File: src/sv/qat_pkg.sv
package qat_pkg;

	localparam logic [7:0] BACKSLASH = 8'h5C;
	localparam logic [2:0] NO_QUOTE = 3'd7;
	// largest number of set bytes that the logic compares against
	localparam int unsigned SET_SIZE = 4;

	localparam logic [1:0] CFG_DELIMITER_CHARS = 2'd0;
	localparam logic [1:0] CFG_DELIMITER_COUNT = 2'd1;
	localparam logic [1:0] CFG_QUOTE_CHARS = 2'd2;
	localparam logic [1:0] CFG_QUOTE_COUNT = 2'd3;

	localparam logic [31:0] DELIMITER_CHARS_RST = 32'h0000_0020;
	localparam logic [2:0] DELIMITER_COUNT_RST = 3'd1;
	localparam logic [31:0] QUOTE_CHARS_RST = 32'h0000_0022;
	localparam logic [2:0] QUOTE_COUNT_RST = 3'd1;

	typedef struct packed {
		logic [7:0] in_char;
		logic end_of_string;
	} in_item_t;

	typedef struct packed {
		logic [7:0] out_char;
		logic token_last;
		logic token_empty;
		logic token_overflow;
	} out_item_t;

	typedef struct packed {
		logic [31:0] delimiter_chars;
		logic [2:0] delimiter_count;
		logic [31:0] quote_chars;
		logic [2:0] quote_count;
	} cfg_t;

	// what the back end needs to know about a finished token
	typedef struct packed {
		logic quoted;
		logic [1:0] quote_idx;
		logic overflow;
	} tok_desc_t;

	function automatic logic [7:0] byte_at(input logic [31:0] word, input logic [1:0] idx);
		return word[{idx, 3'b000} +: 8];
	endfunction

	function automatic logic [2:0] set_used(input logic [2:0] count);
		logic [2:0] n;
		n = count;
		if (n > 3'd4) n = 3'd4;
		if (32'(n) > SET_SIZE) n = 3'(SET_SIZE);
		return n;
	endfunction

	function automatic logic set_match(input logic [31:0] word, input logic [2:0] count,
			input logic [7:0] c);
		logic hit;
		logic [2:0] n;
		hit = 1'b0;
		n = set_used(count);
		for (int i = 0; i < 4; i++) begin
			if (3'(i) < n && byte_at(word, 2'(i)) == c) hit = 1'b1;
		end
		return hit;
	endfunction

	// index of the first matching quote byte, NO_QUOTE when none
	function automatic logic [2:0] quote_find(input logic [31:0] word, input logic [2:0] count,
			input logic [7:0] c);
		logic [2:0] idx;
		logic [2:0] n;
		idx = NO_QUOTE;
		n = set_used(count);
		for (int i = 3; i >= 0; i--) begin
			if (3'(i) < n && byte_at(word, 2'(i)) == c) idx = 3'(i);
		end
		return idx;
	endfunction

endpackage

File: src/sv/quote_aware_tokenizer.sv
// Quote-aware tokenizer. Characters enter one per transfer on push/full; a
// configured delimiter or end_of_string closes a token, which is then unescaped
// and delivered one character per result transfer on empty/pop (token_last on
// the final one, token_empty alone for an empty quoted token, token_overflow on
// every item of a token longer than TOKEN_MAX). The front end takes one character
// per cycle into one of two token buffers; the back end replays a finished token
// from the buffer RAM with a read step and a decode step per stored character,
// plus an escape step for each backslash kept before a non-escapable character and
// per token an idle turnaround, a final length check and a closing step. The front
// end only stalls when both buffers hold tokens that the back end has not
// finished, so the sustained rate is set by the back end's read-decode loop. No
// clearing pass follows reset. cfg_ready is always high; write registers only
// while idle.
module quote_aware_tokenizer #(
	parameter int TOKEN_MAX = 32
) (
	input logic clk,
	input logic arst_n,
	input logic cfg_valid,
	output logic cfg_ready,
	input logic [1:0] cfg_index,
	input logic [31:0] cfg_data,
	input logic push,
	output logic full,
	input qat_pkg::in_item_t in_data,
	output logic empty,
	input logic pop,
	output qat_pkg::out_item_t out_data
);

	localparam int IDX_W = (TOKEN_MAX > 1) ? $clog2(TOKEN_MAX) : 1;
	localparam int LEN_W = $clog2(TOKEN_MAX + 1);
	localparam int RAM_DEPTH = 2 ** (IDX_W + 1);

	qat_pkg::cfg_t cfg_q;

	logic q_push;
	qat_pkg::tok_desc_t q_wr_desc;
	logic [LEN_W-1:0] q_wr_len;
	logic q_full;
	logic q_wr_bank;
	logic q_pop;
	logic q_valid;
	qat_pkg::tok_desc_t q_rd_desc;
	logic [LEN_W-1:0] q_rd_len;
	logic q_rd_bank;

	logic ram_we;
	logic [IDX_W:0] ram_waddr;
	logic [7:0] ram_wdata;
	logic ram_re;
	logic [IDX_W:0] ram_raddr;
	logic [7:0] ram_rdata;

	assign cfg_ready = 1'b1;
	assign full = q_full;

	always_ff @(posedge clk or negedge arst_n) begin
		if (!arst_n) begin
			cfg_q.delimiter_chars <= qat_pkg::DELIMITER_CHARS_RST;
			cfg_q.delimiter_count <= qat_pkg::DELIMITER_COUNT_RST;
			cfg_q.quote_chars <= qat_pkg::QUOTE_CHARS_RST;
			cfg_q.quote_count <= qat_pkg::QUOTE_COUNT_RST;
		end else if (cfg_valid && cfg_ready) begin
			case (cfg_index)
				qat_pkg::CFG_DELIMITER_CHARS: cfg_q.delimiter_chars <= cfg_data;
				qat_pkg::CFG_DELIMITER_COUNT: cfg_q.delimiter_count <= cfg_data[2:0];
				qat_pkg::CFG_QUOTE_CHARS: cfg_q.quote_chars <= cfg_data;
				qat_pkg::CFG_QUOTE_COUNT: cfg_q.quote_count <= cfg_data[2:0];
				default: cfg_q <= cfg_q;
			endcase
		end
	end

	qat_front #(
		.TOKEN_MAX(TOKEN_MAX),
		.IDX_W(IDX_W),
		.LEN_W(LEN_W)
	) u_front (
		.clk(clk),
		.arst_n(arst_n),
		.cfg(cfg_q),
		.push(push),
		.in_data(in_data),
		.q_full(q_full),
		.q_bank(q_wr_bank),
		.q_push(q_push),
		.q_desc(q_wr_desc),
		.q_len(q_wr_len),
		.ram_we(ram_we),
		.ram_waddr(ram_waddr),
		.ram_wdata(ram_wdata)
	);

	qat_tok_queue #(
		.LEN_W(LEN_W)
	) u_queue (
		.clk(clk),
		.arst_n(arst_n),
		.push(q_push),
		.wr_desc(q_wr_desc),
		.wr_len(q_wr_len),
		.full(q_full),
		.wr_bank(q_wr_bank),
		.pop(q_pop),
		.valid(q_valid),
		.rd_desc(q_rd_desc),
		.rd_len(q_rd_len),
		.rd_bank(q_rd_bank)
	);

	qat_ram #(
		.WIDTH(8),
		.DEPTH(RAM_DEPTH)
	) u_buf (
		.clk(clk),
		.we(ram_we),
		.waddr(ram_waddr),
		.wdata(ram_wdata),
		.re(ram_re),
		.raddr(ram_raddr),
		.rdata(ram_rdata)
	);

	qat_back #(
		.IDX_W(IDX_W),
		.LEN_W(LEN_W)
	) u_back (
		.clk(clk),
		.arst_n(arst_n),
		.cfg(cfg_q),
		.q_valid(q_valid),
		.q_desc(q_rd_desc),
		.q_len(q_rd_len),
		.q_bank(q_rd_bank),
		.q_pop(q_pop),
		.ram_re(ram_re),
		.ram_raddr(ram_raddr),
		.ram_rdata(ram_rdata),
		.empty(empty),
		.pop(pop),
		.out_data(out_data)
	);

endmodule

File: src/sv/qat_ram.sv
module qat_ram #(
	parameter int WIDTH = 8,
	parameter int DEPTH = 64
) (
	input logic clk,
	input logic we,
	input logic [$clog2(DEPTH)-1:0] waddr,
	input logic [WIDTH-1:0] wdata,
	input logic re,
	input logic [$clog2(DEPTH)-1:0] raddr,
	output logic [WIDTH-1:0] rdata
);

	logic [WIDTH-1:0] mem_q [DEPTH];

	always_ff @(posedge clk) begin
		if (we) mem_q[waddr] <= wdata;
		if (re) rdata <= mem_q[raddr];
	end

endmodule

File: src/sv/qat_tok_queue.sv
module qat_tok_queue #(
	parameter int LEN_W = 6
) (
	input logic clk,
	input logic arst_n,
	input logic push,
	input qat_pkg::tok_desc_t wr_desc,
	input logic [LEN_W-1:0] wr_len,
	output logic full,
	output logic wr_bank,
	input logic pop,
	output logic valid,
	output qat_pkg::tok_desc_t rd_desc,
	output logic [LEN_W-1:0] rd_len,
	output logic rd_bank
);

	// one entry per buffer bank, so the pointers double as bank selects
	qat_pkg::tok_desc_t desc_q [2];
	logic [LEN_W-1:0] len_q [2];
	logic wr_ptr_q;
	logic rd_ptr_q;
	logic [1:0] cnt_q;

	always_ff @(posedge clk or negedge arst_n) begin
		if (!arst_n) begin
			wr_ptr_q <= 1'b0;
			rd_ptr_q <= 1'b0;
			cnt_q <= 2'd0;
		end else begin
			if (push) begin
				desc_q[wr_ptr_q] <= wr_desc;
				len_q[wr_ptr_q] <= wr_len;
				wr_ptr_q <= ~wr_ptr_q;
			end
			if (pop) rd_ptr_q <= ~rd_ptr_q;
			cnt_q <= cnt_q + 2'(push) - 2'(pop);
		end
	end

	assign full = (cnt_q == 2'd2);
	assign valid = (cnt_q != 2'd0);
	assign wr_bank = wr_ptr_q;
	assign rd_bank = rd_ptr_q;
	assign rd_desc = desc_q[rd_ptr_q];
	assign rd_len = len_q[rd_ptr_q];

`ifndef SYNTHESIS
	a_no_push_full: assert property (@(posedge clk) disable iff (!arst_n)
		!(push && cnt_q == 2'd2))
		else $error("token queue written while full");
`endif

endmodule

File: src/sv/qat_front.sv
module qat_front #(
	parameter int TOKEN_MAX = 32,
	parameter int IDX_W = 5,
	parameter int LEN_W = 6
) (
	input logic clk,
	input logic arst_n,
	input qat_pkg::cfg_t cfg,
	input logic push,
	input qat_pkg::in_item_t in_data,
	input logic q_full,
	input logic q_bank,
	output logic q_push,
	output qat_pkg::tok_desc_t q_desc,
	output logic [LEN_W-1:0] q_len,
	output logic ram_we,
	output logic [IDX_W:0] ram_waddr,
	output logic [7:0] ram_wdata
);

	logic [LEN_W-1:0] len_q;
	logic inside_q;
	logic [2:0] oqi_q;
	logic parity_q;
	logic ovf_q;
	logic first_bs_q;

	logic accept;
	logic [7:0] c;
	logic eos;
	logic keep;
	logic check_delim;
	logic n_inside;
	logic [2:0] n_oqi;
	logic n_parity;
	logic [2:0] qf;
	logic [7:0] open_byte;
	logic delim_hit;
	logic quoted;
	logic nothing;
	logic do_finish;
	logic room;

	always_comb begin
		accept = push && !q_full;
		c = in_data.in_char;
		eos = in_data.end_of_string;
		open_byte = qat_pkg::byte_at(cfg.quote_chars, oqi_q[1:0]);
		qf = qat_pkg::quote_find(cfg.quote_chars, cfg.quote_count, c);
		keep = 1'b1;
		check_delim = 1'b1;
		n_inside = inside_q;
		n_oqi = oqi_q;
		n_parity = parity_q;
		if (c == qat_pkg::BACKSLASH) begin
			n_parity = ~parity_q;
		end else if (inside_q) begin
			check_delim = 1'b0;
			if (c == open_byte && !parity_q) begin
				keep = 1'b0;
				n_inside = 1'b0;
			end
			n_parity = 1'b0;
		end else if (qf != qat_pkg::NO_QUOTE) begin
			if (!parity_q) begin
				n_inside = 1'b1;
				n_oqi = qf;
				keep = 1'b0;
				check_delim = 1'b0;
			end else begin
				n_parity = 1'b0;
			end
		end
		delim_hit = check_delim
			&& qat_pkg::set_match(cfg.delimiter_chars, cfg.delimiter_count, c);
		quoted = (oqi_q != qat_pkg::NO_QUOTE);
		// the token unescapes to nothing: empty, or a lone backslash
		nothing = (len_q == '0) || (len_q == LEN_W'(1) && first_bs_q);
		do_finish = eos ? (len_q != '0 || quoted) : delim_hit;
		q_push = accept && do_finish && !(nothing && !quoted);
		room = (len_q < LEN_W'(TOKEN_MAX));
		ram_we = accept && !eos && !delim_hit && keep && room;
	end

	assign q_desc = '{quoted: quoted, quote_idx: oqi_q[1:0], overflow: ovf_q};
	assign q_len = len_q;
	assign ram_waddr = {q_bank, len_q[IDX_W-1:0]};
	assign ram_wdata = c;

	always_ff @(posedge clk or negedge arst_n) begin
		if (!arst_n) begin
			len_q <= '0;
			inside_q <= 1'b0;
			oqi_q <= qat_pkg::NO_QUOTE;
			parity_q <= 1'b0;
			ovf_q <= 1'b0;
			first_bs_q <= 1'b0;
		end else if (accept) begin
			if (eos || delim_hit) begin
				len_q <= '0;
				inside_q <= 1'b0;
				oqi_q <= qat_pkg::NO_QUOTE;
				ovf_q <= 1'b0;
				// a skipped token carries its escape parity forward
				parity_q <= (eos || q_push) ? 1'b0 : n_parity;
			end else begin
				inside_q <= n_inside;
				oqi_q <= n_oqi;
				parity_q <= n_parity;
				if (keep) begin
					if (room) begin
						len_q <= len_q + LEN_W'(1);
						if (len_q == '0) first_bs_q <= (c == qat_pkg::BACKSLASH);
					end else begin
						ovf_q <= 1'b1;
					end
				end
			end
		end
	end

`ifndef SYNTHESIS
	a_len_bound: assert property (@(posedge clk) disable iff (!arst_n)
		len_q <= LEN_W'(TOKEN_MAX))
		else $error("token length beyond buffer");
	a_inside_has_quote: assert property (@(posedge clk) disable iff (!arst_n)
		inside_q |-> oqi_q != qat_pkg::NO_QUOTE)
		else $error("inside a block with no open quote");
`endif

endmodule

File: src/sv/qat_back.sv
module qat_back #(
	parameter int IDX_W = 5,
	parameter int LEN_W = 6
) (
	input logic clk,
	input logic arst_n,
	input qat_pkg::cfg_t cfg,
	input logic q_valid,
	input qat_pkg::tok_desc_t q_desc,
	input logic [LEN_W-1:0] q_len,
	input logic q_bank,
	output logic q_pop,
	output logic ram_re,
	output logic [IDX_W:0] ram_raddr,
	input logic [7:0] ram_rdata,
	output logic empty,
	input logic pop,
	output qat_pkg::out_item_t out_data
);

	typedef enum logic [2:0] {
		B_IDLE,
		B_READ,
		B_PROC,
		B_ESC,
		B_LAST
	} state_t;

	state_t state_q;
	logic [LEN_W-1:0] idx_q;
	logic pending_q;
	logic [7:0] held_q;
	logic held_v_q;

	qat_pkg::out_item_t ofifo_q [2];
	logic ofifo_wptr_q;
	logic ofifo_rptr_q;
	logic [1:0] ofifo_cnt_q;

	logic [7:0] c;
	logic escapable;
	logic emit_req;
	logic [7:0] emit_char;
	logic ospace;
	logic can_emit;
	logic stall;
	logic last_push;
	logic opush;
	qat_pkg::out_item_t opush_item;

	always_comb begin
		c = ram_rdata;
		escapable = q_desc.quoted
			? (c == qat_pkg::byte_at(cfg.quote_chars, q_desc.quote_idx))
			: qat_pkg::set_match(cfg.quote_chars, cfg.quote_count, c);
		emit_req = 1'b0;
		emit_char = c;
		case (state_q)
			B_PROC: begin
				if (c == qat_pkg::BACKSLASH) begin
					emit_req = pending_q;
				end else if (pending_q) begin
					emit_req = 1'b1;
					if (!escapable) emit_char = qat_pkg::BACKSLASH;
				end else begin
					emit_req = 1'b1;
				end
			end
			B_ESC: emit_req = 1'b1;
			default: emit_req = 1'b0;
		endcase
		ospace = (ofifo_cnt_q != 2'd2);
		// the held char goes out once the next one shows it was not the last
		can_emit = !held_v_q || ospace;
		stall = emit_req && !can_emit;
		last_push = held_v_q || q_desc.quoted;
		opush = 1'b0;
		opush_item = '{out_char: held_q, token_last: 1'b0, token_empty: 1'b0,
			token_overflow: q_desc.overflow};
		if (emit_req && can_emit && held_v_q) begin
			opush = 1'b1;
		end else if (state_q == B_LAST && last_push && ospace) begin
			opush = 1'b1;
			opush_item.token_last = 1'b1;
			if (!held_v_q) begin
				opush_item.out_char = '0;
				opush_item.token_empty = 1'b1;
			end
		end
		q_pop = (state_q == B_LAST) && (!last_push || ospace);
		ram_re = (state_q == B_READ) && (idx_q < q_len);
		ram_raddr = {q_bank, idx_q[IDX_W-1:0]};
	end

	always_ff @(posedge clk or negedge arst_n) begin
		if (!arst_n) begin
			state_q <= B_IDLE;
			idx_q <= '0;
			pending_q <= 1'b0;
			held_q <= '0;
			held_v_q <= 1'b0;
		end else begin
			if (emit_req && can_emit) begin
				held_q <= emit_char;
				held_v_q <= 1'b1;
			end
			case (state_q)
				B_IDLE: begin
					if (q_valid) begin
						state_q <= B_READ;
						idx_q <= '0;
						pending_q <= 1'b0;
						held_v_q <= 1'b0;
					end
				end
				B_READ: begin
					if (ram_re) begin
						idx_q <= idx_q + LEN_W'(1);
						state_q <= B_PROC;
					end else begin
						state_q <= B_LAST;
					end
				end
				B_PROC: begin
					if (!stall) begin
						if (c == qat_pkg::BACKSLASH) begin
							pending_q <= ~pending_q;
							state_q <= B_READ;
						end else if (pending_q && !escapable) begin
							// kept backslash first, then the char itself
							pending_q <= 1'b0;
							state_q <= B_ESC;
						end else begin
							pending_q <= 1'b0;
							state_q <= B_READ;
						end
					end
				end
				B_ESC: begin
					if (!stall) state_q <= B_READ;
				end
				B_LAST: begin
					if (q_pop) begin
						held_v_q <= 1'b0;
						state_q <= B_IDLE;
					end
				end
				default: state_q <= B_IDLE;
			endcase
		end
	end

	always_ff @(posedge clk or negedge arst_n) begin
		if (!arst_n) begin
			ofifo_wptr_q <= 1'b0;
			ofifo_rptr_q <= 1'b0;
			ofifo_cnt_q <= 2'd0;
		end else begin
			if (opush) begin
				ofifo_q[ofifo_wptr_q] <= opush_item;
				ofifo_wptr_q <= ~ofifo_wptr_q;
			end
			if (pop && !empty) ofifo_rptr_q <= ~ofifo_rptr_q;
			ofifo_cnt_q <= ofifo_cnt_q + 2'(opush) - 2'(pop && !empty);
		end
	end

	assign empty = (ofifo_cnt_q == 2'd0);
	assign out_data = ofifo_q[ofifo_rptr_q];

`ifndef SYNTHESIS
	a_ofifo_no_overrun: assert property (@(posedge clk) disable iff (!arst_n)
		!(opush && ofifo_cnt_q == 2'd2))
		else $error("result transfer into a full output queue");
	a_idle_no_held: assert property (@(posedge clk) disable iff (!arst_n)
		state_q == B_IDLE |-> !held_v_q)
		else $error("held char left over after token end");
	a_work_has_token: assert property (@(posedge clk) disable iff (!arst_n)
		state_q != B_IDLE |-> q_valid)
		else $error("token processing with no queued token");
`endif

endmodule
File: config.mk
export PLATFORM = sky130hd
export DESIGN_NAME = quote_aware_tokenizer
export DESIGN_NICKNAME = d
export VERILOG_FILES = /design/src/sv/qat_pkg.sv /design/src/sv/quote_aware_tokenizer.sv /design/src/sv/qat_ram.sv /design/src/sv/qat_tok_queue.sv /design/src/sv/qat_front.sv /design/src/sv/qat_back.sv
export SDC_FILE = /design/constraint.sdc
export NUM_CORES = 1
export LEC_CHECK = 0
export BUFFER_PORTS_ARGS = -buffer_cell sky130_fd_sc_hd__buf_2
export CORE_MARGIN = 2
export CORE_UTILIZATION = 45
export DETAILED_ROUTE_END_ITERATION = 10
export PLACE_DENSITY = 0.59
export SYNTH_ARGS = -nofsm -noshare
export SYNTH_HDL_FRONTEND = slang
export SYNTH_HIERARCHICAL = 1
export SYNTH_SLANG_ARGS = --single-unit
File: constraint.sdc
create_clock -name clk -period 9.55 [get_ports clk]
set_clock_uncertainty 0.1 [all_clocks]
set_input_delay 0.955 -clock clk [delete_from_list [all_inputs] [get_ports clk]]
set_output_delay 0.955 -clock clk [all_outputs]
set_load 0.05 [all_outputs]
Word level (Yosys, flattened, before mapping)
Memories as Yosys holds them, arrays and structs flattened. A register that Yosys moved wholly into a read port is not among the register bits. Index checks and enable logic that the tools add are counted. Widths: inputs -> output; s select.

Register bits: 110. Bits in writable memories: 554. Input bits: 48. Output and inout port bits: 14. Logic and storage cells: 249. Memories kept: 4.

Memories: u_buf.mem_q (words 64, bits a word 8, read ports 1, clocked after Yosys merged registers in 1, wr ports 1, line qat_ram.sv:14) `logic [WIDTH-1:0] mem_q [DEPTH];`; u_back.ofifo_q (words 2, bits a word 11, read ports 1, clocked after Yosys merged registers in 0, wr ports 1, line qat_back.sv:35) `qat_pkg::out_item_t ofifo_q [2];`; u_queue.len_q (words 2, bits a word 6, read ports 1, clocked after Yosys merged registers in 0, wr ports 1, line qat_tok_queue.sv:20) `logic [LEN_W-1:0] len_q [2];`; u_queue.desc_q (words 2, bits a word 4, read ports 1, clocked after Yosys merged registers in 0, wr ports 1, line qat_tok_queue.sv:19) `qat_pkg::tok_desc_t desc_q [2];`.

$add $sub $neg: 6. Magnitude comparators: 14. Equal/unequal tests: 37. Shifts and indexed selects: 2. Mux-type cells: 83. Bitwise logic cells: 7. Reductions and logical operators: 75.

Operators with widths (number): $eq 8x8->1 (14); $shiftx 32x6->8 (2); $mux 3 (19); $mux 1 (46); $mux 8 (5); $logic_and 1x1->1 (34); $mux 6 (5); $mux 10 (2); $ne 2x2->1 const B (9); $eq 8x7->1 const B (2); $pmux 3 s5 (1); $add 6x1->6 const B (2); $gt 3x3->1 const B (4); $lt 1x3->1 const A (4); $lt 2x3->1 const A (4); $pmux 6 s2 (1); $reduce_and 3->1 (4); $reduce_bool 2->1 (6); $logic_not 1->1 (11); $reduce_and 2->1 (5); $reduce_and 5->1 (2); $logic_or 1x1->1 (7); $not 1->1 (7); $eq 2x2->1 const B (3); 18 further kinds (25).

Longest topological paths before layout
Word-level depth: 21. Gate-level depth with buffers: 12. Depth with buffers taken out: 10.

Hierarchy
Netlist, hierarchy kept.

Modules (own cells, without submodules): qat_ram (instances 1, cells each 940, area an instance 20246.9 µm², seq. area each 15615.0 µm²); qat_back (instances 1, cells each 259, area an instance 2901.5 µm², seq. area each 1236.2 µm²); quote_aware_tokenizer (instances 1, cells each 152, area an instance 2675.1 µm², seq. area each 1757.9 µm²); qat_front (instances 1, cells each 250, area an instance 2128.3 µm², seq. area each 329.1 µm²); qat_tok_queue (instances 1, cells each 46, area an instance 959.7 µm², seq. area each 700.7 µm²).

Least setup slack after synthesis
Ideal clock, no wire load.

Kind: input to register. Start: in in_data[5] in the netlist's numbering. End: mem u_buf.mem_q[62][0], enable pin. Library setup time: 0.370 ns. Arrival time: 3.654 ns. Required time: 9.080 ns. Slack: 5.426 ns. Stages: 11. Buffers on the path: 1. Cell sequence: buf_6 > xor2_1 > or4_4 > nor4_4 > nor4_1 > o221ai_4 > nand4_1 > inv_1 > nor2b_1 > nand3_1 > nor2_1.

Cells in the longest elaborated chain, start to end: 17. Elaborated cells between the ends (all ways): 41. Those cells by class: eq/ne (11); mux (16); reduce/logical (14).

RTL lines: start: declaration (line quote_aware_tokenizer.sv:25) `input qat_pkg::in_item_t in_data,`; $eq 8x8->1 (line qat_pkg.sv:76) `if (3'(i) < n && byte_at(word, 2'(i)) == c) idx = 3'(i);`; $logic_and 1x1->1 (line qat_pkg.sv:76); $mux 3 (4 in series) (line qat_pkg.sv:76); $ne 3x3->1 (line qat_front.sv:64) `end else if (qf != qat_pkg::NO_QUOTE) begin`; $mux 1 (line qat_front.sv:64); $mux 1 (line qat_front.sv:57) `end else if (inside_q) begin`; $mux 1 (line qat_front.sv:55) `if (c == qat_pkg::BACKSLASH) begin`; $logic_and 1x1->1 (line qat_front.sv:75) `&& qat_pkg::set_match(cfg.delimiter_chars, cfg.delimiter_count, c);`; $logic_not 1->1 (line qat_front.sv:82) `ram_we = accept && !eos && !delim_hit && keep && room;`; $logic_and 1x1->1 (line qat_front.sv:82); $logic_and 1x1->1 * (2 in series) (line qat_front.sv:82); net ram_we (line quote_aware_tokenizer.sv:48) `logic ram_we;`; $mux 1 * (line qat_ram.sv:17) `if (we) mem_q[waddr] <= wdata;`; $mux 1 (not written as such) * (line qat_ram.sv:17); end: declaration (line qat_ram.sv:14).

The timed path passes the listed nets; every way through them passes the cells marked *.

Final worst setup path
Start: in in_data[7] in the netlist's numbering. End: mem u_buf.mem_q[62][5], enable pin.

Same word-level chain as after synthesis.

==> impl_metrics.toml <==
[cts]
root_buffer = "clkbuf_16"
clock_sinks = 672
ctsHoldBuffers = 0
clockBufferDepth = 3
clkTransAtPathRegs_ns = 0.06
cts_tree = "done"
cts-resized-gates = 0
cts_setup_buffers = 0
cts_inserted_buffers = 70
htree_levels = 3
clkLatencyLatePin_ns = 0.61

[placement]
place.detailed.hpwl_um = 42400
place.gp.congestion = 0.868
dp.cells = 2463
port_buffers = 60

[grt]
grt_max_degree = 77
grt_pass1_wl_um = 99600
grt_pass1_vias = 15200
grtUsageTotal_pct = 20.4
globalRouteOverflowTotal = 0
antenna_found_initial = 0

[cells_and_area]
final_cells = 2592
regArea_sq_um = 19700
fill_cells = 5191
multiInputGateArea_sq_um = 8400
final_common_cell = "edfxtp_1"
area_growth_pct = 11.1
drive_gt1_share_pct = 26.2
layout_common_cells = "562 x edfxtp_1, 131 x mux4_2, 102 x nor2_1, 98 x dfrtp_1, 96 x mux2_2"
nets = 1750

[worst_setup_path]
cp.required_ns = 9.70
crit_arrival_ns = 5.91
reg2reg_depth = 10
cp-end-kind = "register"
path_cells = "buf_2 -> buf_4 -> xnor2_1 -> nand4_1 -> nor4_1 -> o41a_1 -> a221oi_1 -> nand4_1 -> inv_1 -> nor2b_1 -> nand3_1 -> nor2_1"
max_stage_delay_ns = 0.79
endpoint = "u_buf/mem_q[62][5]"
path_max_fanout = 47
reg2reg_slack_ns = 4.52
cp_slowest_cell = "nor2_1"
r2r_end = "u_buf/mem_q[62][5]"
cp-startpoint = "in_data[7]"
r2r-start = "u_front/oqi_q[1]"
crit_top_cell = "nand4_1"
criticalPathCategory = "input port to register"
crit_path_start_kind = "input port"

[sta]
worst_pin_slew_ns = 1.23
period_share_pct = 60.3
drv_slew = 0
fin_setup_tns_ns = 0
relSlewSlack_pct = 17.5
hold_viol = 0
fin_crit_ns = 5.76
finalSetupViolCount = 0
rsz0062_at_grt = "no"
fmax_mhz = 174

[synth]
syn_inst = 1647
synth_top_area_cell = "edfxtp_1"
synth_nets = 1708
synthFlopType = "edfxtp_1"
synth.ff_latch_count = 672
synth_edf_count = 562
postSynthAreaPerCell_sq_um = 17.6
syn_area_sq_um = 28900
seq_area_frac_synth_pct = 67.9
synth_area_leaders = "edfxtp_1 58%, mux4_2 10%, dfrtp_1 8.8%"
async_flop_share_pct = 16.4
synth_top_area_share_pct = 58.4
synth_warnings = 6
synth_cell_types = 83

[floorplanning]
die_h_um = 257
coreArea_sq_um = 63300
die_w_um = 257
pin_count = 62
rows = 92
floorplan.initialDensity_pct = 45.7
die_area_sq_um = 66300

[drt]
drt_iter0_markers = 1416
num_vias = 15100
detail_route.first_pass.iterations = 5
vias_per_cell = 5.81
wl_um = 67000
drc = 0
wl_per_cell_um = 25.9
drtAntennaViolNets = 0

[job]
cap_violations = 0

[pwr]
pwr-share-seq_pct = 43.5
p_sw_mw = 2.52
pwr_density_cell_nw_per_um2 = 267
p_clk_share_pct = 33.6
power.leakage_nw = 10.7
p_comb_share_pct = 22.9
p_sw_share_pct = 29.3
p_int_mw = 6.07
peakVddDrop_mv = 0.178

[min_path]
hp-class = "input port to asynchronous set/reset pin"

[run_status]
outcome = "finished, final reports clean"
==> layer usage <==
layer | routed length, um | global-route usage (%) | up-vias
met5 | 0 | 0 | -
met4 | 1650 | 5.84 | 0
met3 | 4510 | 4.50 | 93
met2 | 32100 | 32.3 | 501
met1 | 28800 | 28.4 | 7938
li1 | - | - | 6538
==> cell families (layout without fill, tap and decap cells) <==
group,count (synthesis),in the layout,share of synthesized area [%]
simple gates,312,312,5.63
mux,274,274,16.0
buf+inv,134,232,3.03
xor+xnor,115,115,3.54
fa+ha+maj,13,13,0.563
other cells,1,2,0.0130
compound gates,126,126,3.34
flops,672,672,67.9
==> registers in the layout, summed over array words and instances, names as in the netlist, 2 cells and up <==
name,count
u_buf/mem_q,512
cfg_q,70
u_back/ofifo_q,22
u_queue/len_q,12
u_back/held_q,8
u_buf/rdata,8
u_queue/desc_q,8
u_back/idx_q,6
u_front/q_len,6
u_back/state_q,3
u_front/oqi_q,3
u_back/ofifo_cnt_q,2
u_queue/cnt_q,2
==> final cells by class <==
class / count / share of cell area [%]
Clock buffer: 88 / 5.86
Sequential cell: 672 / 61.2
Clock inverter: 40 / 1.84
Multi-Input combinational cell: 841 / 26.1
Antenna cell: 1 / 0.00779
Inverter: 26 / 0.304
Timing Repair Buffer: 78 / 1.36
Tap cell: 846 / 3.30
==> Yosys cell counts (all sizes together) (9+ instances only) <==
cell	instances
o22ai	15
clkbuf	24
a21oi	21
ha	13
nand3	30
buf	84
inv	26
nand2b	15
xnor2	75
nand2	51
mux4	135
o21ai	13
edfxtp	562
xor2	39
nor4	13
nor2	102
o221ai	9
nor2b	21
nor3	19
mux2i	32
mux2	107
nand4	15
dfrtp	102
==> how the worst min path moves through the flow <==
stage / endpoint / slack, ns / cells after the start
2_1_floorplan: u_queue/len_q[0][5] / 0.34 / 0
3_3_place_gp: u_back/ofifo_cnt_q[1] / 0.38 / 1
3_5_place_dp: u_back/ofifo_wptr_q / 0.39 / 1
4_1_cts: u_back/idx_q[2] / 0.31 / 1
5_1_grt: u_back/idx_q[5] / 0.35 / 1
6_report: u_back/idx_q[2] / 0.31 / 1
==> worst max-delay path: cells and delay by family <==
family | cells | cell delay [ns]
buf+inv | 3 | 1.51
xor+xnor | 1 | 0.15
compound gates | 2 | 1.01
simple gates | 6 | 2.22
==> power by group through the flow <==
| stage | sequential [mW] | clock (mW) | combinational (mW) |
|---|---|---|---|
| 3_5_place_dp | 3.80 | 0 | 1.96 |
| 5_1_grt | 3.77 | 3.07 | 2.11 |
| 4_1_cts | 3.74 | 2.96 | 1.97 |
| 2_1_floorplan | 3.53 | 0 | 1.71 |
| 6_report | 3.74 | 2.88 | 1.97 |
| 3_3_place_gp | 3.79 | 0 | 1.95 |
==> per-stage QoR <==
step | power, mW | cell area (sq um) | hold WS (ns) | worst slack, ns | util [%]
finish | 8.59 | 32100 | 0.315 | 3.79 | 50.7
global route | 8.95 | 32100 | 0.351 | 3.55 | 50.7
CTS | 8.67 | 32100 | 0.314 | 3.92 | 50.7
detailed placement | 5.76 | 29600 | 0.389 | 3.26 | 46.8
global placement | 5.74 | 29600 | 0.379 | 3.30 | 46.8
floorplan | 5.25 | 28900 | 0.340 | 5.43 | -
(Power assumes the default switching activity.)
